**config.mk**
```make
export PLATFORM = sky130hd
export DESIGN_NAME = vis_octal_escape_decoder
export DESIGN_NICKNAME = d
export VERILOG_FILES = /design/src/rtl/vod_pkg.sv /design/src/rtl/vod_front.sv /design/src/rtl/vod_queue.sv /design/src/rtl/vod_back.sv /design/src/rtl/vis_octal_escape_decoder.sv
export SDC_FILE = /design/constraint.sdc
export NUM_CORES = 1
export LEC_CHECK = 0
export ABC_AREA = 1
export BUFFER_PORTS_ARGS = -buffer_cell sky130_fd_sc_hd__buf_2
export CAP_MARGIN = 20
export CORE_MARGIN = 2
export CORE_UTILIZATION = 45
export CTS_CLUSTER_SIZE = 20
export DETAILED_ROUTE_END_ITERATION = 8
export SETUP_SLACK_MARGIN = 0.15
export SLEW_MARGIN = 5
export SYNTH_ARGS = -nofsm -noshare
export SYNTH_HDL_FRONTEND = slang
export SYNTH_SLANG_ARGS = --single-unit
```
**constraint.sdc**
```tcl
create_clock -name clock -period 7.8 [get_ports clock]
set_input_delay 1.56 -clock clock [delete_from_list [all_inputs] [get_ports clock]]
set_output_delay 1.56 -clock clock [all_outputs]
set_load 0.01 [all_outputs]
```
**src/rtl/vod_pkg.sv**
```systemverilog
// Shared types and constants for the octal escape decoder.
`default_nettype none

package vod_pkg;

   localparam logic [7:0] Backslash  = 8'h5C;
   localparam logic [7:0] DigitZero  = 8'h30;
   localparam logic [7:0] DigitSeven = 8'h37;

   // Escape progress codes: what is held from an escape in progress.
   localparam logic [1:0] HeldNone  = 2'd0;
   localparam logic [1:0] HeldSlash = 2'd1;
   localparam logic [1:0] HeldOne   = 2'd2;
   localparam logic [1:0] HeldTwo   = 2'd3;

   localparam int MaxBytes   = 4;
   localparam int QueueDepth = 4;
   localparam int QueuePtrW  = $clog2(QueueDepth);
   localparam int QueueCntW  = $clog2(QueueDepth + 1);

   // One queued command: a group of decoded bytes that a single input byte produced.
   typedef struct packed {
      logic [MaxBytes-1:0][7:0] bytes;
      logic [2:0]               count;
      logic                     last;
   } vod_cmd_type;

   function automatic logic [7:0] digit_char(input logic [2:0] d);
      digit_char = DigitZero + {5'b0, d};
   endfunction

endpackage

`default_nettype wire

```
**src/rtl/vod_front.sv**
```systemverilog
// Front end: tracks escape progress and turns each input byte into a byte group.
`default_nettype none

module vod_front
   import vod_pkg::*;
(
   input  wire logic        clock,
   input  wire logic        reset,
   input  wire logic        req_tvalid,
   output logic             req_tready,
   input  wire logic [7:0]  req_tdata,
   input  wire logic        req_tlast,
   input  wire logic        q_full,
   output logic             q_push,
   output vod_cmd_type      q_cmd,
   output logic [1:0]       held
);

   logic [1:0] held_ff, held_in;
   logic [2:0] first_ff, first_in;
   logic [2:0] second_ff, second_in;
   logic       accept;

   assign req_tready = !q_full;
   assign accept     = req_tvalid && req_tready;
   assign held       = held_ff;

   always_comb begin
      logic       is_digit;
      logic       consumed;
      logic [2:0] n;
      logic [1:0] nh;
      logic [2:0] nf;
      logic [2:0] ns;

      is_digit = (req_tdata >= DigitZero) && (req_tdata <= DigitSeven);
      consumed = (held_ff != HeldNone) && is_digit;
      n        = 3'd0;
      nh       = HeldNone;
      nf       = first_ff;
      ns       = second_ff;
      q_cmd    = '0;

      // A broken escape releases the backslash and its digits as literals.
      if (held_ff != HeldNone && !is_digit) begin
         q_cmd.bytes[0] = Backslash;
         q_cmd.bytes[1] = digit_char(first_ff);
         q_cmd.bytes[2] = digit_char(second_ff);
         n              = {1'b0, held_ff};
      end

      if (consumed) begin
         unique case (held_ff)
            HeldSlash: begin
               nf = req_tdata[2:0];
               nh = HeldOne;
            end
            HeldOne: begin
               ns = req_tdata[2:0];
               nh = HeldTwo;
            end
            default: begin
               q_cmd.bytes[0] = {first_ff[1:0], second_ff, req_tdata[2:0]};
               n              = 3'd1;
               nh             = HeldNone;
            end
         endcase
      end else if (req_tdata == Backslash) begin
         nh = HeldSlash;
      end else begin
         q_cmd.bytes[n[1:0]] = req_tdata;
         n                   = n + 3'd1;
      end

      // At string end whatever is still held goes out literally.
      if (req_tlast) begin
         if (nh != HeldNone) begin
            q_cmd.bytes[n[1:0]] = Backslash;
            n                   = n + 3'd1;
         end
         if (nh == HeldOne || nh == HeldTwo) begin
            q_cmd.bytes[n[1:0]] = digit_char(nf);
            n                   = n + 3'd1;
         end
         if (nh == HeldTwo) begin
            q_cmd.bytes[n[1:0]] = digit_char(ns);
            n                   = n + 3'd1;
         end
         nh = HeldNone;
         nf = 3'd0;
         ns = 3'd0;
      end

      q_cmd.count = n;
      q_cmd.last  = req_tlast;
      held_in     = nh;
      first_in    = nf;
      second_in   = ns;
   end

   assign q_push = accept && (q_cmd.count != 3'd0);

   always_ff @(posedge clock) begin
      if (reset) begin
         held_ff   <= HeldNone;
         first_ff  <= 3'd0;
         second_ff <= 3'd0;
      end else if (accept) begin
         held_ff   <= held_in;
         first_ff  <= first_in;
         second_ff <= second_in;
      end
   end

endmodule

`default_nettype wire

```
**src/rtl/vod_queue.sv**
```systemverilog
// Short command queue between the front end and the output sequencer.
`default_nettype none

module vod_queue
   import vod_pkg::*;
(
   input  wire logic             clock,
   input  wire logic             reset,
   input  wire logic             push,
   input  vod_cmd_type           push_cmd,
   output logic                  full,
   input  wire logic             pop,
   output logic                  not_empty,
   output vod_cmd_type           pop_cmd,
   output logic [QueueCntW-1:0]  level
);

   vod_cmd_type                 slot_ff [QueueDepth];
   logic [QueuePtrW-1:0]        wr_ff, rd_ff;
   logic [QueueCntW-1:0]        cnt_ff;

   assign full      = (cnt_ff == QueueCntW'(QueueDepth));
   assign not_empty = (cnt_ff != '0);
   assign pop_cmd   = slot_ff[rd_ff];
   assign level     = cnt_ff;

   always_ff @(posedge clock) begin
      if (push) begin
         slot_ff[wr_ff] <= push_cmd;
      end
   end

   always_ff @(posedge clock) begin
      if (reset) begin
         wr_ff  <= '0;
         rd_ff  <= '0;
         cnt_ff <= '0;
      end else begin
         if (push) begin
            wr_ff <= wr_ff + QueuePtrW'(1);
         end
         if (pop) begin
            rd_ff <= rd_ff + QueuePtrW'(1);
         end
         if (push && !pop) begin
            cnt_ff <= cnt_ff + QueueCntW'(1);
         end else if (pop && !push) begin
            cnt_ff <= cnt_ff - QueueCntW'(1);
         end
      end
   end

endmodule

`default_nettype wire

```
**src/rtl/vod_back.sv**
```systemverilog
// Back end: plays out the bytes of each queued group, one per transfer.
`default_nettype none

module vod_back
   import vod_pkg::*;
(
   input  wire logic        clock,
   input  wire logic        reset,
   input  wire logic        q_valid,
   input  vod_cmd_type      q_cmd,
   output logic             q_pop,
   output logic             rsp_tvalid,
   input  wire logic        rsp_tready,
   output logic [7:0]       rsp_tdata,
   output logic             rsp_tlast
);

   vod_cmd_type cmd_ff;
   logic [1:0]  idx_ff;
   logic        valid_ff;
   logic        final_beat;
   logic        done;

   assign final_beat = ({1'b0, idx_ff} == (cmd_ff.count - 3'd1));
   assign done       = valid_ff && rsp_tready && final_beat;
   assign q_pop      = q_valid && (!valid_ff || done);

   assign rsp_tvalid = valid_ff;
   assign rsp_tdata  = cmd_ff.bytes[idx_ff];
   assign rsp_tlast  = cmd_ff.last && final_beat;

   always_ff @(posedge clock) begin
      if (q_pop) begin
         cmd_ff <= q_cmd;
      end
   end

   always_ff @(posedge clock) begin
      if (reset) begin
         valid_ff <= 1'b0;
         idx_ff   <= 2'd0;
      end else if (q_pop) begin
         valid_ff <= 1'b1;
         idx_ff   <= 2'd0;
      end else if (done) begin
         valid_ff <= 1'b0;
      end else if (valid_ff && rsp_tready) begin
         idx_ff <= idx_ff + 2'd1;
      end
   end

endmodule

`default_nettype wire

```
**src/rtl/vis_octal_escape_decoder.sv**
```systemverilog
// Top level of the streaming octal escape decoder.
//
// req_*: one encoded byte per transfer, req_tlast on the final byte of a string.
// rsp_*: one decoded byte per transfer, rsp_tlast on the final decoded byte.
// A backslash and three octal digits become one byte (low 8 bits of the value);
// broken escapes come out literally and pending bytes are flushed at string end.
//
// The front end classifies each accepted byte into a group of zero to four
// output bytes and pushes it into a four-entry queue in the same cycle. The
// back end loads a group from the queue into its own register and offers its
// bytes on rsp_* from there. Both sides sustain one byte per cycle when not
// stalled; the back end plays a group out at one byte per cycle, so a byte
// that expands into several outputs fills the queue, and req_tready drops
// only when it is full. When the receiver stalls, rsp_* hold and the queue
// absorbs up to four groups before input stalls too. Synchronous reset
// empties the queue, drops rsp_tvalid and forgets any escape in progress.
`default_nettype none

module vis_octal_escape_decoder
   import vod_pkg::*;
(
   input  wire logic        clock,
   input  wire logic        reset,
   input  wire logic        req_tvalid,
   output logic             req_tready,
   input  wire logic [7:0]  req_tdata,   // [7:0] in_byte
   input  wire logic        req_tlast,
   output logic             rsp_tvalid,
   input  wire logic        rsp_tready,
   output logic [7:0]       rsp_tdata,   // [7:0] out_byte
   output logic             rsp_tlast
);

   vod_cmd_type            push_cmd;
   vod_cmd_type            pop_cmd;
   logic                   push;
   logic                   pop;
   logic                   full;
   logic                   not_empty;
   logic [QueueCntW-1:0]   level;
   logic [1:0]             held;

   vod_front u_front (
      .clock      (clock),
      .reset      (reset),
      .req_tvalid (req_tvalid),
      .req_tready (req_tready),
      .req_tdata  (req_tdata),
      .req_tlast  (req_tlast),
      .q_full     (full),
      .q_push     (push),
      .q_cmd      (push_cmd),
      .held       (held)
   );

   vod_queue u_queue (
      .clock     (clock),
      .reset     (reset),
      .push      (push),
      .push_cmd  (push_cmd),
      .full      (full),
      .pop       (pop),
      .not_empty (not_empty),
      .pop_cmd   (pop_cmd),
      .level     (level)
   );

   vod_back u_back (
      .clock      (clock),
      .reset      (reset),
      .q_valid    (not_empty),
      .q_cmd      (pop_cmd),
      .q_pop      (pop),
      .rsp_tvalid (rsp_tvalid),
      .rsp_tready (rsp_tready),
      .rsp_tdata  (rsp_tdata),
      .rsp_tlast  (rsp_tlast)
   );

   // A string end always leaves nothing pending.
   a_flush_clears: assert property (@(posedge clock) disable iff (reset)
      req_tvalid && req_tready && req_tlast |=> held == HeldNone)
      else $error("escape state not cleared after string end");

   // Only non-empty groups of at most four bytes enter the queue.
   a_group_size: assert property (@(posedge clock) disable iff (reset)
      push |-> (push_cmd.count != 3'd0) && (push_cmd.count <= 3'd4))
      else $error("queued byte group has an illegal size");

   // A string end always yields a byte, so its group is queued.
   a_last_queued: assert property (@(posedge clock) disable iff (reset)
      req_tvalid && req_tready && req_tlast |-> push)
      else $error("string end produced no queued group");

   a_level_bound: assert property (@(posedge clock) disable iff (reset)
      level <= QueueCntW'(QueueDepth))
      else $error("queue level beyond its depth");

endmodule

`default_nettype wire

```
==> out/metrics.yaml, run 1 <==
die_w_um: 142.3
crit_chain: "buf_2 > nand2_2 > nor2_8 > a21oi_1 > nand2_1 > ha_1 > inv_1 > nand3_1 > nand2_1 > ha_1 > nor2_2 > nand2_2 > nand2_2 > nand2_2 > nand2_2 > nor2_2 > nor2_4 > ha_1 > inv_1 > fa_1 > a21oi_1 > o21ai_0 > o21ai_0 > a21oi_1"
start_util_pct: 45.98
postCtsHoldBufs: 0
dp.final_hpwl_um: 13670
clock_tree.buffer_depth: 2
fmax_mhz: 221.4
ys.warnings.count: 0
worst-path-max-fanout: 5
grt_antenna_before_repair: 0
seqCellArea_um2: 5767
drive_above_1_share_pct: 11.99
worstMarginPinSlew_ns: 0.9678
post_cts_buffers: 0
port_buffers: 23
drc: 0
num_rows: 50
first_global_vias: 5448
cts.repair.resized: 0
cts_tree: "done"
diodes: 0
cpMostUsedCell: "nand2_2"
skew_ns: 0.007375
slowest_stage: "fa_1"
place_ws_ns: 2.844
clkLatencyLatePin_ns: 0.43
startpoint_type: "primary input"
path_clk_slew_ns: 0.07
hold_viol: 0
ys_ff_latch: 198
num-fill-cells: 1631
setup_violations: 0
cts.sink_count: 198
outcome: "completed"
die-area_um2: 20240
syn_nets: 800
end_kind: "register"
power.total_uw: 3112
io_pins: 24
cp.arrival_ns: 4.84
fin_crit_sh_pct: 57.90
grt_max_degree: 75
gp_routability_congestion: 0.9538
syn_area_per_cell_um2: 11.18
h-tree-depth: 4
nets: 819
via_count: 5781
power_density_nw_per_um2: 323.1
r2r_setup_slack_ns: 3.86
detail_route.wl_per_cell_um: 19.08
worstSetupPathType: "primary input to register"
maxSlewHeadroom_pct: 35.33
crit_required_ns: 8.12
power.leakage_uw: 0.003531
setup_tns_ns: 0
area_growth_pct: 12.00
coreArea_um2: 18710
drv_slew: 0
grt.overflow.total: 0
grt_use_total_pct: 20.20
cap_violations: 0
fp.dieH_um: 142.3
clockRootBuffer: "clkbuf_16"
hold_class: "register to register"
drt_iter0_drc: 542
grt_first_pass_wirelength_um: 30320
rsz0062_at_grt: "false"
numCtsBuffers: 17
postLayoutCoreUtil_pct: 51.50
period_minus_slack_ns: 4.516
syn_inst: 769
syn_area_um2: 8601
ant_nets: 0
multi_input_area_um2: 2455
worst_slack_ns: 3.284
vdd_ir_drop_max_mv: 0.1714
slowest_delay_ns: 0.38
routed_via_density: 5.586
ys_types: 33
firstDrtPassIters: 5
wl_um: 19750
yosysSeqAreaShare_pct: 67.04
-- critical path, delay by kind of cell --
kind | cells | cell delay, ns
AOI/OAI and AO/OA | 5 | 0.68
and+or+nand+nor | 12 | 1.19
buffers and inverters | 3 | 0.23
adders and majority gates | 4 | 1.16
-- cell usage in the layout, fill, tap and decap left out, drive strengths merged --
master	count
or2	1
nor3	2
nor2	126
clkbuf	17
o22ai	49
clkinvlp	1
bufinv	2
fa	1
edfxtp	180
nor4	1
nand2	74
o21bai	1
o211ai	6
a21oi	30
clkinv	5
xnor2	1
xor2	2
o21ai	117
a22oi	2
a31oi	1
buf	31
dfxtp	18
nand3	28
inv	85
ha	17
nand4	3
-- routing by layer --
layer | vias to the layer above | GRT usage [%] | share of wire (%)
met5 | - | 0 | 0
met4 | 0 | 7.316 | 2.1
met3 | 28 | 3.466 | 5.8
met2 | 191 | 31.81 | 47
met1 | 2809 | 28.47 | 45
li1 | 2753 | - | -
-- metrics by stage --
step	cell area, um2	cells	hold slack [ns]
5_1_grt	9633	1035	0.5111
4_1_cts	9633	1035	0.4711
2_1_floorplan	8601	769	0.4410
3_3_place_gp	8960	1000	0.4562
6_report	9633	1035	0.4702
3_5_place_dp	9020	1003	0.4599
-- cell usage after synthesis --
library cell    n  area [um2]
buf_2           4       20.02
xor2_1          2       17.52
nor3_2          1       10.01
nand3_1        23       115.1
o211ai_1        6       45.04
nor2_2          3       18.77
nand4_4         1       21.27
nand3_2         5       50.05
buf_4           1       7.510
nor2_1        120       450.4
o21bai_1        1       7.510
o21ai_2         1       8.760
or2_2           1       6.260
a31oi_1         1       6.260
o21ai_0       116       580.6
inv_1          75       281.5
edfxtp_1      180        5405
nand2_1        65       244.0
nor4_1          1       6.260
nor2_8          1       20.02
nand4_1         2       12.51
o22ai_1        49       306.5
ha_1           17       212.7
a21oi_1        30       150.1
nor3_1          1       5.000
a22oi_1         2       15.01
nor2_4          2       22.52
fa_1            1       20.02
inv_2           3       11.26
clkbuf_1       26       97.59
dfxtp_1        18       360.4
xnor2_1         1       8.760
nand2_2         9       56.30
-- layout make-up --
type / count / share of cell area [%]
clock buffers: 17 / 4.416
clock inverters: 15 / 1.948
inverters: 78 / 3.039
multi-input cells: 462 / 25.48
flip-flops and latches: 198 / 59.86
well taps: 234 / 3.039
repair buffers: 31 / 2.208
-- where the power goes --
part | leakage (uW) | total [uW] | internal, uW | switching, uW
Sequential | 0.00177 | 1480 | 1420 | 56.1
Clock | 0.000300 | 891 | 488 | 403
Combinational | 0.00146 | 743 | 213 | 530
Total | 0.00353 | 3110 | 2120 | 989
-- final timing paths --
kind | from | to | cells past startpoint
worst max register to register | u_front.held[1]$_SDFFE_PP0P_ | u_queue.level[2]$_SDFFE_PP0P_ | 24
worst min-delay path | u_front.first_ff[0]$_SDFFE_PP0P_ | u_front.first_ff[0]$_SDFFE_PP0P_ | 2
worst max-delay path | req_tdata[4] | u_queue.level[2]$_SDFFE_PP0P_ | 24
worst min register to register | u_front.first_ff[0]$_SDFFE_PP0P_ | u_front.first_ff[0]$_SDFFE_PP0P_ | 2
-- sequential cells by signal, indices dropped and copies added, names as in the netlist, 3 cells and up --
name               cells
u_queue.slot_ff      144
u_back.cmd_ff         36
u_front.first_ff       3
u_front.second_ff      3
u_queue.level          3
-- cells by family after synthesis --
group	Yosys count	synth area share, %
buffers and inverters	109	4.859
adder cells (fa/ha/maj)	18	2.706
XOR/XNOR	3	0.3056
AO/OA/AOI/OAI	206	13.02
flip-flops	198	67.04
AND/OR/NAND/NOR	235	12.07
No activity file was read; power rests on OpenSTA's default activity.
==> run 2, diff against run 1 <==
ABC_AREA = 0   (was 1)
clock period = 4.3 ns   (was 7.8 ns; I/O delays follow)
==> run 2 against run 1 <==
Via count fell by 19%. Design area rose by 1.6%. Clock skew rose by 0.0033 ns. Sequential power rose by 78%.
==> out/metrics.yaml, run 2 <==
ff2ff_path_depth: 19  # was 24
routed_via_density: 5.833  # was 5.586
cpMostUsedCell: "inv_1"  # was nand2_2
port_buffers: 23  # unchanged
firstDrtPassIters: 6  # was 5
clock_tree.buffer_depth: 2  # unchanged
gp_routability_congestion: 0.9261  # was 0.9538
grt_first_pass_wirelength_um: 28090  # was 30,320 um
power_density_nw_per_um2: 529.5  # was 323.1 nW/um2
syn_nets: 537  # was 800
grt_max_degree: 41  # was 75
synth_area_leaders: "edfxtp_1 (64%), mux4_2 (12%), dfxtp_1 (4.2%)"  # was edfxtp_1 (63%), o21ai_0 (6.8%), nor2_1 (5.2%)
largestRegisters: "u_queue.slot_ff: 144 flops, u_back.cmd_ff: 36 flops"  # unchanged
clockRootBuffer: "clkbuf_16"  # unchanged
holdPathEnd: "u_front.first_ff[2]$_SDFFE_PP0P_"  # was u_front.first_ff[0]$_SDFFE_PP0P_
ant_nets: 0  # unchanged
yosysMostFrequentCell: "edfxtp_1"  # unchanged
yosysSeqAreaShare_pct: 67.80  # was 67.04%
nets: 590  # was 819
io_pins: 24  # unchanged
slowest_stage: "dfxtp_2"  # was fa_1
h-tree-depth: 4  # unchanged
hold_viol: 0  # unchanged
end_kind: "register"  # unchanged
num_rows: 50  # unchanged
clkLatencyLatePin_ns: 0.43  # about the same
crit_chain: "inv_1 > ha_2 > nand2b_1 > a31o_4 > inv_1 > ha_1 > a21oi_1 > mux2_4 > ha_4 > and4b_2 > a32o_2 > a21oi_4 > a21oi_2 > ha_2 > inv_1 > fa_1 > xor2_1 > or3_1 > a21oi_1"  # was buf_2 > nand2_2 > nor2_8 > a21oi_1 > nand2_1 > ha_1 > inv_1 > nand3_1 > nand2_1 > ha_1 > nor2_2 > nand2_2 > nand2_2 > nand2_2 > nand2_2 > nor2_2 > nor2_4 > ha_1 > inv_1 > fa_1 > a21oi_1 > o21ai_0 > o21ai_0 > a21oi_1
hold_path_depth: 2  # unchanged
maxSlewHeadroom_pct: 50.75  # was 35.33%
die-area_um2: 20010  # was 20,240 um2
die_w_um: 141.5  # was 142.3 um
cts_tree: "done"  # unchanged
r2r_setup_slack_ns: 0.42  # was 3.86 ns
setup_tns_ns: 0  # unchanged
grt_use_total_pct: 19.11  # was 20.20%
numCtsBuffers: 17  # unchanged
worstSetupPathType: "register to register"  # was primary input to register
grt.overflow.total: 0  # unchanged
registers.top_by_ff_count: "u_queue.slot_ff"  # unchanged
postSynth.asyncResetShare_pct: 0  # unchanged
first_global_vias: 4816  # was 5,448
wl_um: 18400  # was 19,750 um
period_minus_slack_ns: 3.884
worstMarginPinSlew_ns: 0.7331  # was 0.9678 ns
slowest_delay_ns: 0.37  # was 0.38 ns
mostFrequentLayoutCell: "edfxtp_1"  # unchanged
r2r-end: "u_queue.level[2]$_SDFFE_PP0P_"  # unchanged
syn_area_per_cell_um2: 16.80  # was 11.18 um2
ys.warnings.count: 0  # unchanged
syn_inst: 506  # was 769
cts.sink_count: 198  # unchanged
vdd_ir_drop_max_mv: 0.3604  # was 0.1714 mV
fmax_mhz: 257.4
synth_area_leader_cell: "edfxtp_1"  # unchanged
start_util_pct: 45.61  # was 45.98%
yosys-top-cells-count: "edfxtp_1 (180), mux4_2 (44), nand2_1 (30), nor2_1 (26), inv_1 (21)"  # was edfxtp_1 (180), nor2_1 (120), o21ai_0 (116), inv_1 (75), nand2_1 (65)
fp.dieH_um: 141.5  # was 142.3 um
power.total_uw: 5185  # was 3112 uW
mostFrequentLayoutCells: "edfxtp_1 (180), mux4_2 (44), buf_4 (30)"  # was edfxtp_1 (180), o21ai_0 (116), nor2_1 (115)
power.leakage_uw: 0.003356  # was 0.003531 uW
post_cts_buffers: 0  # unchanged
grt_antenna_before_repair: 1  # was 0
hold_class: "register to register"  # unchanged
drv_slew: 0  # unchanged
cp.arrival_ns: 4.25  # was 4.84 ns
ys_ff_latch: 198  # unchanged
via_count: 4707  # was 5,781
synth-edff-count: 180  # unchanged
detail_route.wl_per_cell_um: 22.80  # was 19.08 um
drt_iter0_drc: 355  # was 542
drc: 0  # unchanged
rsz0062_at_grt: "false"  # unchanged
drive_above_1_share_pct: 27.97  # was 11.99%
startpoint_type: "register"  # was primary input
area_growth_pct: 15.16  # was 12.00%
coreArea_um2: 18640  # was 18,710 um2
setup_violations: 0  # unchanged
fin_crit_sh_pct: 90.33
hp-start: "u_front.first_ff[2]$_SDFFE_PP0P_"  # was u_front.first_ff[0]$_SDFFE_PP0P_
path_clk_slew_ns: 0.07  # about the same
crit_required_ns: 4.67  # was 8.12 ns
outcome: "completed"  # unchanged
synth_top_area_share_pct: 63.57  # was 62.85%
largest_reg_flops: 144  # unchanged
ys_types: 57  # was 33
syn_area_um2: 8503  # was 8601 um2
dp.final_hpwl_um: 11800  # was 13,670 um
synth_ff_type: "edfxtp_1"  # unchanged
worst-path-max-fanout: 5  # unchanged
r2r_start: "u_front.held[1]$_SDFFE_PP0P_"  # unchanged
skew_ns: 0.01066  # was 0.007375 ns
cap_violations: 0  # unchanged
[run 2: changes by cell type in the layout (fill, tap and decap cells not counted), sizes merged, moves of 7 or more]
cell and delta:
buf +26, and2 +7, nor2 -99, nand3 -22, mux4 +44, o22ai -48
nand2 -43, a22oi +8, a21oi -18, o21ai -105, inv -61
[run 2: logic make-up (layout without fill, tap and decap cells)]
group	count (synthesis)	after routing	share of synthesized area [%]
buffers and inverters	44	110	2.163
adders and majority gates	18	18	2.737
xor gates and xnor gates	11	11	1.221
AOI/OAI and AO/OA	77	77	6.872
muxes	52	52	12.64
DFF	198	198	67.80
other	0	1	0
and+or+nand+nor	106	106	6.563
[run 2: final cells by class]
class	count	area, um2
inverters	21	78.83
well taps	234	292.8
flip-flops and latches	198	5769
fillers	1528	8851
multi-input cells	264	2649
diodes	1	2.502
clock buffers	17	425.4
clock inverters	15	153.9
repair buffers	57	420.4
[run 2: worst max-delay path by stage]
stage,from,to,slack [ns],cells after the start
after floorplan,req_tdata[4],u_queue.slot_ff[0][0]$_DFFE_PP_,0.03,12
after global placement,req_tdata[4],u_queue.level[2]$_SDFFE_PP0P_,0.11,19
after detailed placement,req_tdata[4],u_queue.level[2]$_SDFFE_PP0P_,-0.02,19
after CTS,u_front.held[0]$_SDFFE_PP0P_,u_queue.level[2]$_SDFFE_PP0P_,0.19,19
after global routing,u_front.held[1]$_SDFFE_PP0P_,u_queue.level[2]$_SDFFE_PP0P_,0.21,19
final,u_front.held[1]$_SDFFE_PP0P_,u_queue.level[2]$_SDFFE_PP0P_,0.42,19
[run 2: timing repair]
item	CTS	global route
endpoints found under the setup margin	0	1
hold buffers	0	0
endpoints found under the hold margin	0	0
resized for setup	0	5
[run 2: metrics by stage]
stage / setup slack, ns / util (%) / hold slack, ns / std cells / area [um2]
6_report: 0.4157 / 52.52 / 0.4825 / 807 / 9792
5_1_grt: 0.2148 / 52.51 / 0.5019 / 806 / 9789
4_1_cts: 0.1913 / 52.46 / 0.4796 / 806 / 9779
3_5_place_dp: -0.01959 / 49.35 / 0.4699 / 774 / 9200
3_3_place_gp: 0.1083 / 49.35 / 0.4647 / 774 / 9200
2_1_floorplan: 0.02582 / - / 0.4442 / 506 / 8582
[run 2: routing by layer]
| layer | track usage, % | wire [um] |
|---|---|---|
| met1 | 25.27 | 7912 |
| met2 | 31.63 | 9233 |
| met3 | 3.712 | 779 |
| met4 | 7.368 | 477 |
| met5 | 0 | 0 |
[run 2: critical path, delay by kind of cell (launching register included)]
kind                       cells  cell delay (ns)
adders and majority gates      5             1.22
AOI/OAI and AO/OA              6             0.83
and+or+nand+nor                3             0.80
DFF                            1             0.37
buffers and inverters          3             0.23
muxes                          1             0.20
xor gates and xnor gates       1             0.17
[run 2: where the power goes]
part | internal (uW) | total, uW | switching (uW)
Combinational | 461 | 983 | 521
Clock | 860 | 1560 | 703
Sequential | 2500 | 2640 | 134
Total | 3830 | 5180 | 1360
==> run 3, diff against run 2 <==
clock period = 3.23 ns   (was 4.3 ns; I/O delays follow)
==> run 3 against run 2 <==
The flow now finishes with violations (negative setup slack). Maximum frequency rose by 8.0%. Routed wire length rose by 3.7%. Non-clock buffer count rose by 65. Design area rose by 8.9%. Sequential power rose by 32%. Hold slack got worse by 0.0018 ns. Via count rose by 5.6%. Clock skew fell by 0.00060 ns. Clock-buffer cell count rose by 4. Die area did not move. Flip-flop and latch count did not move. Core utilization rose by 4.7 points. Critical path type unchanged. Critical endpoint unchanged. Highest routed layer unchanged.
==> out/metrics.yaml, run 3 (same netlist as run 2, synthesis figures left out) <==
hold_viol: 0  # unchanged
r2r_setup_slack_ns: -0.37  # was 0.42 ns
power_density_nw_per_um2: 665.4  # was 529.5 nW/um2
period_minus_slack_ns: 3.595  # was 3.884 ns
largest_reg_flops: 144  # unchanged
r2r_start: "u_front.held[0]$_SDFFE_PP0P_"  # was u_front.held[1]$_SDFFE_PP0P_
grt.overflow.total: 0  # unchanged
die-area_um2: 20010  # unchanged
clock_tree.buffer_depth: 2  # unchanged
rsz0062_at_grt: "true"  # was false
post-route-cell-area_um2: 10660  # was 9792 um2
grt_antenna_before_repair: 0  # was 1
start_util_pct: 45.61  # unchanged
numCtsBuffers: 17  # unchanged
outcome: "finished with violations"  # was completed
drc: 0  # unchanged
grt_use_total_pct: 20.34  # was 19.11%
cp.arrival_ns: 3.96  # was 4.25 ns
cts_tree: "done"  # unchanged
h-tree-depth: 4  # unchanged
registers.top_by_ff_count: "u_queue.slot_ff"  # unchanged
coreArea_um2: 18640  # unchanged
path_clk_slew_ns: 0.07  # about the same
port_buffers: 23  # unchanged
gp_routability_congestion: 0.9441  # was 0.9261
drv_slew: 0  # unchanged
wl_um: 19080  # was 18,400 um
dp.final_hpwl_um: 12050  # was 11,800 um
power.leakage_uw: 0.003789  # was 0.003356 uW
startpoint_type: "register"  # unchanged
mostFrequentLayoutCell: "edfxtp_1"  # unchanged
io_pins: 24  # unchanged
grt_first_pass_wirelength_um: 29570  # was 28,090 um
r2r-end: "u_queue.level[2]$_SDFFE_PP0P_"  # unchanged
skew_ns: 0.01006  # was 0.01066 ns
worstSetupEndpoint: "u_queue.level[2]$_SDFFE_PP0P_"  # unchanged
ff2ff_path_depth: 19  # unchanged
num_rows: 50  # unchanged
mostFrequentLayoutCells: "edfxtp_1 (180), buf_4 (70), mux4_2 (44)"  # was edfxtp_1 (180), mux4_2 (44), buf_4 (30)
clockRootBuffer: "clkbuf_16"  # unchanged
first_global_vias: 5084  # was 4,816
firstDrtPassIters: 7  # was 6
maxSlewHeadroom_pct: 58.89  # was 50.75%
place_ws_ns: -0.8899  # was -0.01959 ns
die_w_um: 141.5  # unchanged
setup_violations: 146  # was 0
grt_max_degree: 41  # unchanged
detail_route.wl_per_cell_um: 21.93  # was 22.80 um
worstMarginPinSlew_ns: 0.6157  # was 0.7331 ns
hp-start: "u_front.first_ff[2]$_SDFFE_PP0P_"  # unchanged
fp.dieH_um: 141.5  # unchanged
vdd_ir_drop_max_mv: 0.3800  # was 0.3604 mV
nets: 655  # was 590
end_kind: "register"  # unchanged
crit_start: "u_front.held[0]$_SDFFE_PP0P_"  # was u_front.held[1]$_SDFFE_PP0P_
ant_nets: 0  # unchanged
hold_class: "register to register"  # unchanged
failed_checks: "negative setup slack"
drt_iter0_drc: 316  # was 355
worstSetupPathType: "register to register"  # unchanged
num-fill-cells: 1432  # was 1,528
worst_slack_ns: -0.3651  # was 0.4157 ns
cap_violations: 0  # unchanged
dpl_cell_area_um2: 9595  # was 9200 um2
clkLatencyLatePin_ns: 0.43  # about the same
fin_crit_sh_pct: 111.3  # was 90.33%
postCtsHoldBufs: 0  # unchanged
largestRegisters: "u_queue.slot_ff: 144 flops, u_back.cmd_ff: 36 flops"  # unchanged
worst-path-max-fanout: 3  # was 5
cts.sink_count: 198  # unchanged
routed_via_density: 5.715  # was 5.833
via_count: 4972  # was 4,707
crit_required_ns: 3.59  # was 4.67 ns
area_growth_pct: 25.35  # was 15.16%
drive_above_1_share_pct: 36.79  # was 27.97%
diodes: 0  # was 1
fmax_mhz: 278.2  # was 257.4 MHz
-- run 3: what timing repair did --
action	4_1_cts	5_1_grt
setup buffers	15	2
endpoints found under the hold margin	0	0
endpoints found under the setup margin	157	161
resized for setup	27	8
cloned	7	0
pin swaps	9	5
-- run 3: through the flow --
step	cells	util, %	TNS [ns]	hold WS, ns	total power [uW]
after floorplan	506	-	-121.81	0.4442	4453
after global placement	815	51.47	-82.68	0.4525	4945
after detailed placement	815	51.47	-79.10	0.4717	5001
after CTS	868	56.97	-11.26	0.4794	7178
after global routing	870	57.17	-29.45	0.5026	7420
final	870	57.17	-15.97	0.4807	7093
-- run 3: layer usage --
metal	global-route usage [%]	up-vias	wire (um)
met5	0	-	0
met4	7.211	0	358
met3	4.252	24	834
met2	33.73	143	9769
met1	26.91	2563	8114
li1	-	2242	-
-- run 3: layout make-up --
type                    instances  area, um2  share of cell area (%)
clock inverters                10      122.6                   1.150
inverters                      21      78.83                  0.7395
clock buffers                  21      440.4                   4.132
well taps                     234      292.8                   2.747
repair buffers                122       1236                   11.60
flip-flops and latches        198       5769                   54.13
multi-input cells             264       2719                   25.51
-- run 3: worst min path at each step --
stage / end / slack, ns / cells past startpoint
final: u_front.first_ff[2]$_SDFFE_PP0P_ / 0.48 / 2
after global routing: u_front.first_ff[2]$_SDFFE_PP0P_ / 0.50 / 2
after CTS: u_front.first_ff[2]$_SDFFE_PP0P_ / 0.48 / 2
after detailed placement: u_front.first_ff[2]$_SDFFE_PP0P_ / 0.47 / 2
after global placement: u_front.first_ff[2]$_SDFFE_PP0P_ / 0.45 / 2
after floorplan: u_front.first_ff[2]$_SDFFE_PP0P_ / 0.44 / 2
-- run 3: power breakdown --
| group | internal [uW] | switching, uW |
|---|---|---|
| registers | 3330 | 150 |
| clock network | 1140 | 897 |
| logic | 787 | 781 |
| total | 5260 | 1830 |
-- run 3: critical path: stages (launching register included) --
cell	delay (ns)
dfxtp_2	0.34
inv_2	0.05
ha_4	0.15
buf_6	0.11
a31oi_4	0.15
nand2_2	0.10
ha_4	0.27
a21oi_1	0.03
mux2_4	0.29
ha_4	0.22
and4b_2	0.31
a32o_2	0.16
a21oi_4	0.04
a21oi_2	0.18
ha_4	0.15
inv_2	0.04
fa_2	0.33
xor2_1	0.17
or3_1	0.32
a21oi_1	0.13
